**config.mk**
```make
export PLATFORM = sky130hd
export DESIGN_NAME = frame_checksum_verifier_unit
export DESIGN_NICKNAME = d
export VERILOG_FILES = /design/src/hdl/fcv_pkg.sv /design/src/hdl/frame_checksum_verifier_unit.sv /design/src/hdl/fcv_front.sv /design/src/hdl/fcv_queue.sv /design/src/hdl/fcv_back.sv
export VERILOG_INCLUDE_DIRS = /design/src /design/src/hdl
export SDC_FILE = /design/constraint.sdc
export NUM_CORES = 1
export LEC_CHECK = 0
export BUFFER_PORTS_ARGS = -buffer_cell sky130_fd_sc_hd__clkbuf_2
export CAP_MARGIN = 5
export CORE_UTILIZATION = 45
export DETAILED_ROUTE_END_ITERATION = 10
export GPL_TIMING_DRIVEN = 0
export PLACE_DENSITY = 0.61
export SYNTH_ARGS = -nofsm -noshare
export SYNTH_HDL_FRONTEND = slang
export SYNTH_SLANG_ARGS = --single-unit
```
**constraint.sdc**
```tcl
create_clock -name clk -period 4.1 [get_ports clk]
set_input_delay 0.615 -clock clk [delete_from_list [all_inputs] [get_ports clk]]
set_output_delay 0.615 -clock clk [all_outputs]
set_load 0.01 [all_outputs]
```
**src/hdl/frame_checksum_verifier_unit_defines.svh**
```systemverilog
// assertion macros shared by the checksum verifier modules
// expects clk and rst_n in the scope of each use
`ifndef FRAME_CHECKSUM_VERIFIER_UNIT_DEFINES_SVH
`define FRAME_CHECKSUM_VERIFIER_UNIT_DEFINES_SVH

// same-cycle implication
`define FCV_ASSERT_NOW(lbl, ante, cons, msg) \
  lbl: assert property (@(posedge clk) disable iff (!rst_n) (ante) |-> (cons)) \
    else $error(msg);

// next-cycle implication
`define FCV_ASSERT_NEXT(lbl, ante, cons, msg) \
  lbl: assert property (@(posedge clk) disable iff (!rst_n) (ante) |=> (cons)) \
    else $error(msg);

`endif

```
**src/hdl/fcv_pkg.sv**
```systemverilog
// shared types and constants for the frame checksum verifier
// no dependencies
package fcv_pkg;

  localparam int unsigned BYTE_W         = 8;
  localparam int unsigned SUM_W          = 32;
  localparam int unsigned ACC_W          = 64;
  localparam int unsigned DIGIT_W        = 4;
  localparam int unsigned QUEUE_DEPTH_DEF = 2;

  localparam logic [BYTE_W-1:0] COMMA_BYTE = 8'h2C;

  typedef struct packed {
    logic              fin;
    logic              add_en;
    logic              comma;
    logic              hex;
    logic [DIGIT_W-1:0] digit;
    logic [BYTE_W-1:0] data;
  } fcv_tok_t;

endpackage

```
**src/hdl/frame_checksum_verifier_unit.sv**
```systemverilog
// frame checksum verifier: one frame byte per item, one result per frame
// a terminator item passes through the queue, then its result is registered in the back-end result register
// throughput: one byte per cycle while in_stall is low; set by the per-byte add and hex shift in the back end
// a held result stalls the back end only on the next terminator, queue absorbs the rest
// reset: synchronous active-low rst_n clears the queue, frame state and output valid
// depends on fcv_pkg, fcv_front, fcv_queue, fcv_back
module frame_checksum_verifier_unit #(
  parameter int unsigned QUEUE_DEPTH = fcv_pkg::QUEUE_DEPTH_DEF
) (
  input  logic        clk,
  input  logic        rst_n,
  input  logic        in_valid,
  output logic        in_stall,
  input  logic [7:0]  in_frame_byte,
  input  logic        in_is_final,
  output logic        out_valid,
  input  logic        out_stall,
  output logic        out_match,
  output logic        out_status,
  output logic [31:0] out_computed_sum,
  output logic [31:0] out_received_value
);
  import fcv_pkg::*;

  fcv_tok_t push_tok;
  fcv_tok_t pop_tok;
  logic     push_valid;
  logic     q_full;
  logic     pop_valid;
  logic     pop_ready;

  fcv_front u_front (
    .in_valid      (in_valid),
    .in_stall      (in_stall),
    .in_frame_byte (in_frame_byte),
    .in_is_final   (in_is_final),
    .q_full        (q_full),
    .push_valid    (push_valid),
    .push_tok      (push_tok)
  );

  fcv_queue #(
    .DEPTH (QUEUE_DEPTH)
  ) u_queue (
    .clk        (clk),
    .rst_n      (rst_n),
    .push_valid (push_valid),
    .push_tok   (push_tok),
    .full       (q_full),
    .pop_valid  (pop_valid),
    .pop_ready  (pop_ready),
    .pop_tok    (pop_tok)
  );

  fcv_back u_back (
    .clk                (clk),
    .rst_n              (rst_n),
    .tok_valid          (pop_valid),
    .tok                (pop_tok),
    .tok_ready          (pop_ready),
    .out_valid          (out_valid),
    .out_stall          (out_stall),
    .out_match          (out_match),
    .out_status         (out_status),
    .out_computed_sum   (out_computed_sum),
    .out_received_value (out_received_value)
  );

endmodule

```
**src/hdl/fcv_front.sv**
```systemverilog
// front end: classifies each incoming frame byte into a token
// depends on fcv_pkg
module fcv_front (
  input  logic                        in_valid,
  output logic                        in_stall,
  input  logic [7:0]                  in_frame_byte,
  input  logic                        in_is_final,
  input  logic                        q_full,
  output logic                        push_valid,
  output fcv_pkg::fcv_tok_t           push_tok
);
  import fcv_pkg::*;

  localparam logic [BYTE_W-1:0] DEC_LO   = 8'h30;
  localparam logic [BYTE_W-1:0] DEC_HI   = 8'h39;
  localparam logic [BYTE_W-1:0] LOW_LO   = 8'h61;
  localparam logic [BYTE_W-1:0] LOW_HI   = 8'h66;
  localparam logic [BYTE_W-1:0] UP_LO    = 8'h41;
  localparam logic [BYTE_W-1:0] UP_HI    = 8'h46;
  localparam logic [BYTE_W-1:0] ALPHA_OFS = 8'd10;

  logic [BYTE_W-1:0] dec_diff;
  logic [BYTE_W-1:0] low_diff;
  logic [BYTE_W-1:0] up_diff;
  logic              is_dec;
  logic              is_low;
  logic              is_up;
  logic              is_comma;

  assign in_stall   = q_full;
  assign push_valid = in_valid;

  always_comb begin
    dec_diff = in_frame_byte - DEC_LO;
    low_diff = in_frame_byte - LOW_LO + ALPHA_OFS;
    up_diff  = in_frame_byte - UP_LO + ALPHA_OFS;
    is_dec   = (in_frame_byte >= DEC_LO) && (in_frame_byte <= DEC_HI);
    is_low   = (in_frame_byte >= LOW_LO) && (in_frame_byte <= LOW_HI);
    is_up    = (in_frame_byte >= UP_LO) && (in_frame_byte <= UP_HI);
    is_comma = (in_frame_byte == COMMA_BYTE);

    push_tok.fin    = in_is_final;
    push_tok.add_en = !in_is_final || is_comma;
    push_tok.comma  = is_comma;
    push_tok.hex    = is_dec || is_low || is_up;
    push_tok.data   = in_frame_byte;
    priority if (is_dec) begin
      push_tok.digit = dec_diff[DIGIT_W-1:0];
    end else if (is_low) begin
      push_tok.digit = low_diff[DIGIT_W-1:0];
    end else begin
      push_tok.digit = up_diff[DIGIT_W-1:0];
    end
  end

endmodule

```
**src/hdl/fcv_queue.sv**
```systemverilog
// short token queue between front end and back end
// depends on fcv_pkg and the assertion macro header
`include "frame_checksum_verifier_unit_defines.svh"
module fcv_queue #(
  parameter int unsigned DEPTH = fcv_pkg::QUEUE_DEPTH_DEF
) (
  input  logic              clk,
  input  logic              rst_n,
  input  logic              push_valid,
  input  fcv_pkg::fcv_tok_t push_tok,
  output logic              full,
  output logic              pop_valid,
  input  logic              pop_ready,
  output fcv_pkg::fcv_tok_t pop_tok
);
  import fcv_pkg::*;

  localparam int unsigned PTR_W = (DEPTH > 1) ? $clog2(DEPTH) : 1;
  localparam int unsigned CNT_W = $clog2(DEPTH + 1);

  fcv_tok_t         mem_r [DEPTH];
  logic [PTR_W-1:0] wr_ptr_r;
  logic [PTR_W-1:0] wr_ptr_nxt;
  logic [PTR_W-1:0] rd_ptr_r;
  logic [PTR_W-1:0] rd_ptr_nxt;
  logic [CNT_W-1:0] cnt_r;
  logic [CNT_W-1:0] cnt_nxt;
  logic             push;
  logic             pop;

  assign full      = (cnt_r == CNT_W'(DEPTH));
  assign pop_valid = (cnt_r != '0);
  assign push      = push_valid && !full;
  assign pop       = pop_valid && pop_ready;
  assign pop_tok   = mem_r[rd_ptr_r];

  always_comb begin
    wr_ptr_nxt = wr_ptr_r;
    rd_ptr_nxt = rd_ptr_r;
    if (push) begin
      wr_ptr_nxt = (wr_ptr_r == PTR_W'(DEPTH - 1)) ? '0 : wr_ptr_r + 1'b1;
    end
    if (pop) begin
      rd_ptr_nxt = (rd_ptr_r == PTR_W'(DEPTH - 1)) ? '0 : rd_ptr_r + 1'b1;
    end
    unique case ({push, pop})
      2'b10:   cnt_nxt = cnt_r + 1'b1;
      2'b01:   cnt_nxt = cnt_r - 1'b1;
      default: cnt_nxt = cnt_r;
    endcase
  end

  always_ff @(posedge clk) begin
    if (!rst_n) begin
      wr_ptr_r <= '0;
      rd_ptr_r <= '0;
      cnt_r    <= '0;
    end else begin
      wr_ptr_r <= wr_ptr_nxt;
      rd_ptr_r <= rd_ptr_nxt;
      cnt_r    <= cnt_nxt;
    end
  end

  always_ff @(posedge clk) begin
    if (push) begin
      mem_r[wr_ptr_r] <= push_tok;
    end
  end

  `FCV_ASSERT_NOW(a_cnt_range, 1'b1, cnt_r <= CNT_W'(DEPTH), "queue count above depth")
  `FCV_ASSERT_NEXT(a_cnt_drain, pop && !push, cnt_r == $past(cnt_r) - 1'b1, "queue drain miscount")

endmodule

```
**src/hdl/fcv_back.sv**
```systemverilog
// back end: running sum, comma snapshot, hex parse and result register
// depends on fcv_pkg and the assertion macro header
`include "frame_checksum_verifier_unit_defines.svh"
module fcv_back (
  input  logic              clk,
  input  logic              rst_n,
  input  logic              tok_valid,
  input  fcv_pkg::fcv_tok_t tok,
  output logic              tok_ready,
  output logic              out_valid,
  input  logic              out_stall,
  output logic              out_match,
  output logic              out_status,
  output logic [31:0]       out_computed_sum,
  output logic [31:0]       out_received_value
);
  import fcv_pkg::*;

  logic [SUM_W-1:0] run_sum_r;
  logic [SUM_W-1:0] run_sum_nxt;
  logic [SUM_W-1:0] snap_r;
  logic [SUM_W-1:0] snap_nxt;
  logic             seen_r;
  logic             seen_nxt;
  logic [ACC_W-1:0] acc_r;
  logic [ACC_W-1:0] acc_nxt;
  logic             stop_r;
  logic             stop_nxt;
  logic [SUM_W-1:0] sext;
  logic             pop;
  logic             load;
  logic             out_valid_r;
  logic             out_match_r;
  logic             out_status_r;
  logic [SUM_W-1:0] out_sum_r;
  logic [SUM_W-1:0] out_recv_r;
  logic [SUM_W-1:0] computed;

  assign tok_ready = !tok.fin || !out_valid_r || !out_stall;
  assign pop       = tok_valid && tok_ready;
  assign load      = pop && tok.fin;

  always_comb begin
    sext        = {{(SUM_W-BYTE_W){tok.data[BYTE_W-1]}}, tok.data};
    run_sum_nxt = tok.add_en ? run_sum_r + sext : run_sum_r;
    snap_nxt    = snap_r;
    seen_nxt    = seen_r;
    acc_nxt     = acc_r;
    stop_nxt    = stop_r;
    if (tok.comma) begin
      snap_nxt = run_sum_nxt;
      seen_nxt = 1'b1;
      acc_nxt  = '0;
      stop_nxt = 1'b0;
    end else if (!tok.fin && !stop_r) begin
      priority if (!tok.hex) begin
        stop_nxt = 1'b1;
      end else if (acc_r[ACC_W-1 -: DIGIT_W] != '0) begin
        acc_nxt = '1;
      end else begin
        acc_nxt = {acc_r[ACC_W-DIGIT_W-1:0], tok.digit};
      end
    end
    computed = ~snap_nxt;
  end

  always_ff @(posedge clk) begin
    if (!rst_n) begin
      run_sum_r   <= '0;
      snap_r      <= '0;
      seen_r      <= 1'b0;
      acc_r       <= '0;
      stop_r      <= 1'b0;
      out_valid_r <= 1'b0;
    end else begin
      if (load) begin
        run_sum_r <= '0;
        snap_r    <= '0;
        seen_r    <= 1'b0;
        acc_r     <= '0;
        stop_r    <= 1'b0;
      end else if (pop) begin
        run_sum_r <= run_sum_nxt;
        snap_r    <= snap_nxt;
        seen_r    <= seen_nxt;
        acc_r     <= acc_nxt;
        stop_r    <= stop_nxt;
      end
      if (load) begin
        out_valid_r <= 1'b1;
      end else if (!out_stall) begin
        out_valid_r <= 1'b0;
      end
    end
  end

  always_ff @(posedge clk) begin
    if (load) begin
      out_status_r <= !seen_nxt;
      out_match_r  <= seen_nxt && (computed == acc_nxt[SUM_W-1:0]);
      out_sum_r    <= seen_nxt ? computed : '0;
      out_recv_r   <= seen_nxt ? acc_nxt[SUM_W-1:0] : '0;
    end
  end

  assign out_valid          = out_valid_r;
  assign out_match          = out_match_r;
  assign out_status         = out_status_r;
  assign out_computed_sum   = out_sum_r;
  assign out_received_value = out_recv_r;

  `FCV_ASSERT_NEXT(a_frame_clear, load, (run_sum_r == '0) && !seen_r && (acc_r == '0) && !stop_r, "state not cleared after frame")
  `FCV_ASSERT_NOW(a_nocomma_zero, out_valid_r && out_status_r, !out_match_r && (out_sum_r == '0) && (out_recv_r == '0), "bad no-comma result")

endmodule
```
==> flow_summary.toml, run 1 <==
[clock_tree]
cts_tree = "yes"
clk_path_buf_depth = 3
clkTransAtPathRegs_ns = 0.06
cts_hold_buf = 0
cts_sinks = 234
numCtsBuffers = 25
cts_root_buf = "clkbuf_16"
clk_latency_ns = 0.55
cts_max_level = 1

[global_routing]
grt_max_degree = 37
grt_pass1_wl_mm = 53.53
antenna_found_initial = 0
overflow = 0
grtUsageTotal_pct = 25.79
first_global_vias = 9672

[detailed_routing]
wirelength_mm = 35.34
viasPerCell = 5.780
post_drt_wl_per_cell_um = 19.71
drtIter0Drc = 1019
drc = 0
via_count = 10364
dr.pass1.iters = 6
ant_nets = 0

[critical_path]
max_stage_delay_ns = 0.73
path_delay_family = "simple AND/OR/NAND/NOR gates"
worstSetupStartpointType = "flop"
crit_fanout = 10
reg2regPathDepth = 13
cp.depth = 13
worstPathArrival_ns = 4.39
cp.required_ns = 4.43
path_cells = "buf_12, buf_4, and4bb_4, buf_4, o22ai_1, a21boi_1, o221ai_1, nor4_1, nor2_1, nor3_1, o2111ai_1, nand4b_1, a2111oi_4"
crit_buf_inv = 3
end_kind = "flop"
worstSetupPathType = "reg2reg"
crit_slowest_cell = "nor4_1"
critPathMostFrequentCell = "buf_4"

[yosys]
synth_warnings = 0
ys.flop_type = "dfxtp_1"
ys_types = 73
syn_avg_cell_area_sq_um = 9.013
synth.ff_latch_count = 234
synth_cells = 1319
syn-num-nets = 1370
synth_edf_count = 98
ys_async_sr_fraction_pct = 0
syn_area_sq_um = 11890
yosysSeqAreaShare_pct = 47.66

[layout]
fin_cells = 1793
utilization_pct = 53.49
drive_above_1_share_pct = 14.20
antenna_cells = 0
stdcell_area_sq_um = 13900
fin_nets = 1490
area_growth_pct = 16.91

[die]
coreArea_sq_um = 25980
ios = 81
die-area_sq_um = 27070
die_y_um = 164.5
rows = 59
initial_core_util_pct = 45.75
fp.dieW_um = 164.5

[timing]
hold_viol_final = 0
layout_min_cycle_time_ns = 4.061
fin_setup_tns_ns = 0
skew_ns = 0.02247
worst_pin_slew_ns = 1.046
fin_crit_sh_pct = 99.04
finalSetupViolations = 0
slew_headroom_pct = 28.27
hold_ws_ns = 0.3018
slew_violations = 0
fin_ws_ns = 0.03939
max_freq_mhz = 246.3

[placed_design]
dpl.hpwl_mm = 25.45
gp_congestion = 0.8939
port-buffer-count = 80
place_inst = 1735
placed_area_sq_um = 12730
pre_cts_ws_ns = -1.225

[pwr]
power_mw = 10.75
p_leak_nw = 4.900
p_per_area_nw_per_um2 = 773.2
max-vdd-ir-drop_mv = 0.4174

[hold_path]
whs_path_depth = 1
hp-class = "in2reg"

[run]
drv_cap = 0

[status]
status = "finished clean"
-- synth_stat cells, types with 8 or more instances --
master    instances  area (sq um)
nand2_1         170         638.1
nand3b_1         10         75.07
nor2_1          157         589.3
nand3_1          26         130.1
clkbuf_1         66         247.7
inv_1            14         52.55
xor2_1           22         192.7
a21o_1           16         120.1
nand4_1           9         56.30
a211oi_1         56         420.4
dfxtp_1         136          2723
edfxtp_1         98          2943
o21a_1            9         67.56
o21ai_0         113         565.5
ha_1             37         462.9
and2_1           12         75.07
a31oi_1          11         68.82
a21oi_1         136         680.7
buf_1             8         30.03
nand2b_1          8         50.05
nor3_1           14         70.07
mux2i_1          19         190.2
xnor2_1          31         271.5
mux2_2           13         146.4
o22ai_1          16         100.1
-- worst register-to-register path, stage by stage, from the launching register on --
cell and delay, ns:
dfxtp_4 0.36, buf_12 0.15, buf_4 0.15, and4bb_4 0.24, buf_4 0.18, o22ai_1 0.16
a21boi_1 0.48, o221ai_1 0.19, nor4_1 0.73, nor2_1 0.11, nor3_1 0.41, o2111ai_1 0.16
nand4b_1 0.27, a2111oi_4 0.26
-- logic make-up (layout without fill, tap and decap cells) --
group / count (synthesis) / count (layout) / share of synthesized area, %
AO/OA/AOI/OAI: 415 / 415 / 21.13
XOR/XNOR: 53 / 53 / 3.905
adder cells (fa/ha/maj): 38 / 38 / 4.063
buffers and inverters: 97 / 235 / 3.252
flip-flops: 234 / 234 / 47.66
multiplexers: 32 / 33 / 2.831
AND/OR/NAND/NOR: 450 / 450 / 17.16
-- placed cells by master (no fill, tap or decap), types with 12 or more instances in the layout --
master,instances
clkbuf_16,25
xnor2_1,31
nor2_1,155
ha_1,36
nand2_1,169
buf_4,16
clkbuf_2,80
mux2_2,12
xor2_1,22
inv_1,13
edfxtp_1,98
nand3_1,26
a21oi_1,132
a21o_1,15
o22ai_1,16
a211oi_1,54
dfxtp_1,135
mux2i_1,17
o21ai_0,104
clkbuf_1,70
-- layout make-up --
type	count	area, sq um
fill	2423	12090
buffer	79	327.8
tap	335	419.2
clock inverter	13	128.9
sequential	234	5669
clock buffer	33	655.6
inverter	14	52.55
multi-input combinational	989	6108
timing repair buffer	96	536.8
-- routing by layer --
| layer | global-route usage (%) | wire length, um |
|---|---|---|
| met4 | 8.424 | 1052 |
| met3 | 3.842 | 2518 |
| met1 | 36.56 | 16340 |
| met2 | 40.16 | 15430 |
| met5 | 0 | 0 |
-- where the power goes --
group	leakage [nW]	switching, mW	total [mW]	internal (mW)
registers	2.03	0.308	3.36	3.05
logic	2.49	3.44	5.18	1.74
clock network	0.384	0.949	2.21	1.26
total	4.90	4.70	10.7	6.05
-- path summary, 6_finish.rpt --
path	start	to	slack [ns]
hold reg to reg	u_back.acc_r[55]	u_back.acc_r[55]	0.45
hold / removal	in_is_final	u_queue.mem_r[1][15]	0.30
setup reg to reg	flop	u_back.out_match	0.04
setup / recovery	flop	u_back.out_match	0.04
-- state kept, by name, indices dropped and copies added, names as in the netlist, 2 cells and up, named ones only --
register / cells
u_back.out_received_value: 32
u_queue.mem_r: 32
u_back.acc_r: 64
u_back.run_sum_r: 32
u_back.snap_r: 32
u_back.out_computed_sum: 32
u_queue.cnt_r: 2
-- what timing repair did --
item | 4_1_cts | 5_1_grt
gates cloned | 0 | 1
setup endpoints to repair | 42 | 3
setup buffers | 8 | 6
pin swaps | 5 | 14
gates resized for setup | 26 | 35
Power figures use the tool's default switching activity.
==> run 2, diff against run 1 <==
- CORE_UTILIZATION: 45 -> 55
- PLACE_DENSITY: 0.61 -> 0.72
- REMOVE_ABC_BUFFERS: not set -> 1
- SLEW_MARGIN: not set -> 20
==> run 2 against run 1 <==
Effect of this change:
- non-clock buffer count fell by 75
- clock power rose by 5%
- flip-flop and latch count did not move
- critical path type unchanged
==> flow_summary.toml, run 2 (same netlist as run 1, synthesis figures left out) <==
[critical_path]
end_kind = "flop"
worstPathArrival_ns = 4.35
worstSetupPathType = "reg2reg"
worstSetupStartpointType = "flop"
r2r_setup_slack_ns = 0.07
crit_fanout = 26
cp.required_ns = 4.42
r2r_end = "u_back.out_match"
reg2regPathDepth = 13

[detailed_routing]
dr.pass1.iters = 6
via_count = 10066
drtIter0Drc = 846
post_drt_wl_per_cell_um = 18.53
ant_nets = 0
viasPerCell = 6.071
drc = 0
wirelength_mm = 30.73

[pwr]
power_mw = 10.59
p_leak_nw = 4.838
max-vdd-ir-drop_mv = 0.4653
p_per_area_nw_per_um2 = 769.8

[die]
die-area_sq_um = 22210
coreArea_sq_um = 21090
rows = 53
ios = 81
initial_core_util_pct = 56.37
fp.dieW_um = 149.0
die_y_um = 149.0

[layout]
fin_nets = 1415
largest_reg_flops = 64
top_register = "u_back.acc_r"
stdcell_area_sq_um = 13760
layout_common_cells = "nand2_1 (168), nor2_1 (153), dfxtp_1 (135)"
drive_above_1_share_pct = 15.33
utilization_pct = 65.23
mostFrequentLayoutCell = "nand2_1"
area_growth_pct = 15.71
antenna_cells = 0

[hold_path]
whs_path_depth = 1
min_from = "in_is_final"
hp-class = "in2reg"
whs_endpoint = "u_queue.mem_r[0][15]"

[placed_design]
placed_area_sq_um = 12620
port-buffer-count = 80
dpl.hpwl_mm = 20.58
gp_congestion = 0.8944

[timing]
slew_headroom_pct = 20.43
layout_min_cycle_time_ns = 4.029
fin_crit_sh_pct = 98.27
max_freq_mhz = 248.2
slew_violations = 0
skew_ns = 0.01639
hold_viol_final = 0
hold_ws_ns = 0.3036
worst_pin_slew_ns = 1.183
finalSetupViolations = 0

[clock_tree]
numCtsBuffers = 25
cts_root_buf = "clkbuf_16"
cts_max_level = 1
cts_hold_buf = 0
clk_latency_ns = 0.54
cts_tree = "yes"
clk_path_buf_depth = 3
clkTransAtPathRegs_ns = 0.06
cts_sinks = 234

[global_routing]
grt_max_degree = 82
antenna_found_initial = 0
first_global_vias = 9033
grtUsageTotal_pct = 26.96
overflow = 0
grt_pass1_wl_mm = 47.47

[status]
status = "finished clean"

[run]
drv_cap = 0
[run 2: changes by cell type in the layout (fill, tap and decap cells not counted), moves of 3 or more]
cell	change
buf_16	+4
ha_2	+10
clkinv_2	-3
buf_2	-6
clkbuf_1	-65
clkinvlp_4	+3
buf_12	+5
buf_4	-9
nor2_4	+3
ha_1	-10
buf_1	-8
[run 2: cell type report]
| cell class | count | area, sq um |
|---|---|---|
| repair buffers | 100 | 725.7 |
| multi-input cells | 989 | 6115 |
| well taps | 275 | 344.1 |
| flip-flops and latches | 234 | 5669 |
| clock inverters | 14 | 175.2 |
| clock buffers | 32 | 671.9 |
| fillers | 1777 | 7332 |
| inverters | 14 | 55.05 |
[run 2: metal layers]
metal / GRT usage, % / vias to the layer above / share of wire (%)
met5: 0 / - / 0
met4: 7.959 / 0 / 2.5
met3: 2.691 / 65 / 5.8
met2: 44.63 / 355 / 48
met1: 37.38 / 4762 / 44
li1: - / 4884 / -
[run 2: timing repair]
item                                    4_1_cts  5_1_grt
buffers inserted                              4        5
endpoints found under the setup margin       49        2
gates cloned                                  0        1
pin swaps                                     3        5
gates resized for setup                      17       32
[run 2: through the flow]
step	TNS [ns]	std cells	setup WS [ns]
finish	0	1658	0.07102
floorplan	-146.58	1236	-1.113
global placement	-789.01	1591	-4.408
CTS	0	1652	0.01006
detailed placement	-20.08	1602	-1.326
global route	-0.01261	1658	-0.01261
[run 2: worst max-delay path by stage]
stage                          from                   end  depth (start not counted)
3_5_place_dp                   flop      u_back.out_match                         13
4_1_cts        u_queue.mem_r[0][15]      u_back.out_match                         10
3_3_place_gp                   flop   u_back.run_sum_r[8]                          6
2_1_floorplan                  flop  u_back.run_sum_r[11]                          6
6_report                       flop      u_back.out_match                         13
5_1_grt                        flop      u_back.out_match                         13
[run 2: worst max-delay path, stage by stage, from the launching register on]
cell       delay [ns]
dfxtp_4          0.41
buf_12           0.13
mux2_4           0.45
ha_1             0.49
nand2_1          0.15
nor3_1           0.37
a211oi_1         0.15
a21oi_2          0.29
a21boi_0         0.16
xor2_1           0.20
o211ai_1         0.26
o2111ai_1        0.19
nand4b_1         0.23
a2111oi_2        0.32
[run 2: power breakdown]
part / internal (mW) / switching, mW / total (mW)
clock: 1.36 / 0.944 / 2.31
combinational: 1.76 / 3.14 / 4.91
sequential: 3.05 / 0.324 / 3.38
==> run 3, diff against run 2 <==
--- a/config.mk
+++ b/config.mk
@@ -17,3 +17,4 @@
 export SYNTH_ARGS = -nofsm -noshare
 export SYNTH_HDL_FRONTEND = slang
+export SYNTH_HIERARCHICAL = 1
 export SYNTH_SLANG_ARGS = --single-unit
==> constraint.sdc (replaced) <==
create_clock -name clk -period 4.1 [get_ports clk]
set_input_delay 0.41 -clock clk [delete_from_list [all_inputs] [get_ports clk]]
set_output_delay 0.41 -clock clk [all_outputs]
set_load 0.01 [all_outputs]
==> run 3 against run 2 <==
Effect of this change:
- the flow now finishes with violations (negative setup slack)
- die area rose by 1.2%
- utilization is 1.3 points higher
- sequential share of layout area decreased by 1.0 points
- critical endpoint is now u_back/out_match
- flip-flop and latch count unchanged
- setup slack got worse by 0.18 ns
- maximum frequency is 4.3% lower
- non-clock buffer count up 13
- global-route usage is 0.83 points higher
- total power grew 7.4%
- sequential power grew 3%
- via count up 0.95%
==> flow_summary.toml, run 3 <==
[clock_tree]
clkTransAtPathRegs_ns = 0.06
clk_latency_ns = 0.53
cts_hold_buf = 0
cts_tree = "yes"
cts_max_level = 1
cts_root_buf = "clkbuf_16"
cts_sinks = 234
numCtsBuffers = 25
clk_path_buf_depth = 3

[global_routing]
grtUsageTotal_pct = 27.79
busiest_layer = "met2"
antenna_found_initial = 0
grt_max_degree = 80
overflow = 0
grt_pass1_wl_mm = 48.97
met1_usage_pct = 37.58
grt_use_met3_pct = 3.902
met2_usage_pct = 45.63
first_global_vias = 9201

[critical_path]
worstSetupStartpointType = "flop"
worstSetupPathType = "reg2reg"
path_delay_family = "compound AO/OA/AOI/OAI gates"
reg2regPathDepth = 14
end_kind = "flop"
max_stage_delay_ns = 0.54
crit_slowest_cell = "or4_4"
worstPathArrival_ns = 4.51
cp.required_ns = 4.40
path_cells = "buf_8, mux2_4, ha_4, a21o_1, nand3_2, a2111o_1, buf_6, a211oi_4, or4_4, a31oi_4, or4_4, nor4_4, o2111ai_2, a221oi_2"
critPathMostFrequentCell = "or4_4"
r2r_setup_slack_ns = -0.11
crit_fanout = 7
crit_buf_inv = 2
cp.depth = 14

[pwr]
max-vdd-ir-drop_mv = 0.6683
p_per_area_nw_per_um2 = 806.1
p_leak_nw = 5.114

[yosys]
ys.flop_type = "dfxtp_1"
synthTopCellsByArea = "edfxtp_1 (24%), dfxtp_1 (23%), nand2_1 (5.2%), nor2_1 (5.1%), o21ai_0 (5.1%)"
synth_edf_count = 98
synth_compound_area_share_pct = 20.37
ys_async_sr_fraction_pct = 0
synth.cells.most_frequent = "nand2_1 (166), nor2_1 (164), dfxtp_1 (136)"
synth.top_cell.area_share_pct = 24.45
yosysSeqAreaShare_pct = 47.07
synth_cells = 1338
synth.ff_latch_count = 234
yosysTopAreaCell = "edfxtp_1"
synth_most_common_cell = "nand2_1"
synthAdderAreaFrac_pct = 3.909
synthMuxAreaShare_pct = 3.503
syn_area_sq_um = 12040
synth_top_family_by_area = "compound AO/OA/AOI/OAI gates"
synth-simple-area-share_pct = 17.60
synth_warnings = 6
ys_types = 74
syn_avg_cell_area_sq_um = 8.995
synth_xor_area_share_pct = 3.493

[timing]
rsz0062_at_grt = "true"
fin_setup_tns_ns = -0.1091
skew_ns = 0.02254
finalSetupViolations = 1
hold_viol_final = 0
worst_pin_slew_ns = 1.141
slew_violations = 0
max_freq_mhz = 237.6
layout_min_cycle_time_ns = 4.209
slew_headroom_pct = 23.46
fin_crit_sh_pct = 102.7
hold_ws_ns = 0.1066
fin_ws_ns = -0.1091

[detailed_routing]
viasPerCell = 6.074
ant_nets = 0
drc = 0
dr.pass1.iters = 6
post_drt_wl_per_cell_um = 18.79
drtIter0Drc = 819
via_count = 10162
wirelength_mm = 31.44

[layout]
fin_nets = 1430
layout_common_cells = "nand2_1 (163), nor2_1 (163), dfxtp_1 (135)"
largest_reg_flops = 64
area_growth_pct = 17.24
stdcell_area_sq_um = 14110
drive_above_1_share_pct = 17.60
top_register = "u_back/acc_r"
antenna_cells = 0

[run]
drv_cap = 0

[placed_design]
port-buffer-count = 80
gp_congestion = 0.8906
dpl.hpwl_mm = 20.03
placed_area_sq_um = 12590

[hold_path]
whs_path_depth = 1
hp-class = "in2reg"

[die]
ios = 81
die-area_sq_um = 22480
rows = 53
coreArea_sq_um = 21220
initial_core_util_pct = 56.72
fp.dieW_um = 149.9
die_y_um = 149.9

[status]
violations = "negative setup slack"
status = "finished, violations left"
==> run 3: where the power goes <==
group | switching [mW] | total (mW) | leakage (nW) | internal, mW
clock | 0.924 | 2.24 | 0.396 | 1.32
sequential | 0.402 | 3.49 | 2.03 | 3.08
combinational | 3.55 | 5.64 | 2.69 | 2.10
total | 4.87 | 11.4 | 5.11 | 6.50
==> run 3: cell families (layout without fill, tap and decap cells) <==
kind of cell / count (synthesis) / count (layout)
AND/OR/NAND/NOR: 469 / 469
XOR/XNOR: 48 / 48
adder cells (fa/ha/maj): 37 / 37
multiplexers: 40 / 42
flip-flops: 234 / 234
AO/OA/AOI/OAI: 394 / 394
buffers and inverters: 116 / 174
==> run 3: what timing repair did <==
item                       CTS  global route
pin swaps                   19            10
cloned                       2             0
setup endpoints to repair   40             1
setup buffers               20             2
resized for setup           70            17
==> run 3: cell type report <==
cell class	count	area, sq um
timing repair buffer	113	802.0
clock buffer	32	651.9
multi-input combinational	990	6424
tap	275	344.1
inverter	16	63.81
clock inverter	13	155.1
fill	1729	7111
sequential	234	5669
==> run 3: metrics by stage <==
step           power [mW]  utilization (%)  worst slack, ns  instances
2_1_floorplan       6.866                -           -2.425       1238
3_3_place_gp        8.234            58.21           -5.548       1593
3_5_place_dp        8.386            59.33           -1.159       1604
4_1_cts             11.16            65.98         -0.02170       1671
5_1_grt             12.02            66.49          -0.1933       1673
6_report            11.37            66.49          -0.1091       1673
==> run 3: worst paths after layout <==
check,start,to
worst max-delay path,flop,u_back/out_match
worst max register to register,flop,u_back/out_match
worst min-delay path,in_is_final,u_queue/mem_r[1][15]
worst min register to register,u_back/acc_r[44],u_back/acc_r[44]
==> run 3: routing by layer <==
layer / up-vias / wire [um]
li1: 4903 / -
met5: - / 0
met1: 4836 / 13610
met4: 0 / 905
met3: 63 / 1950
met2: 360 / 14970
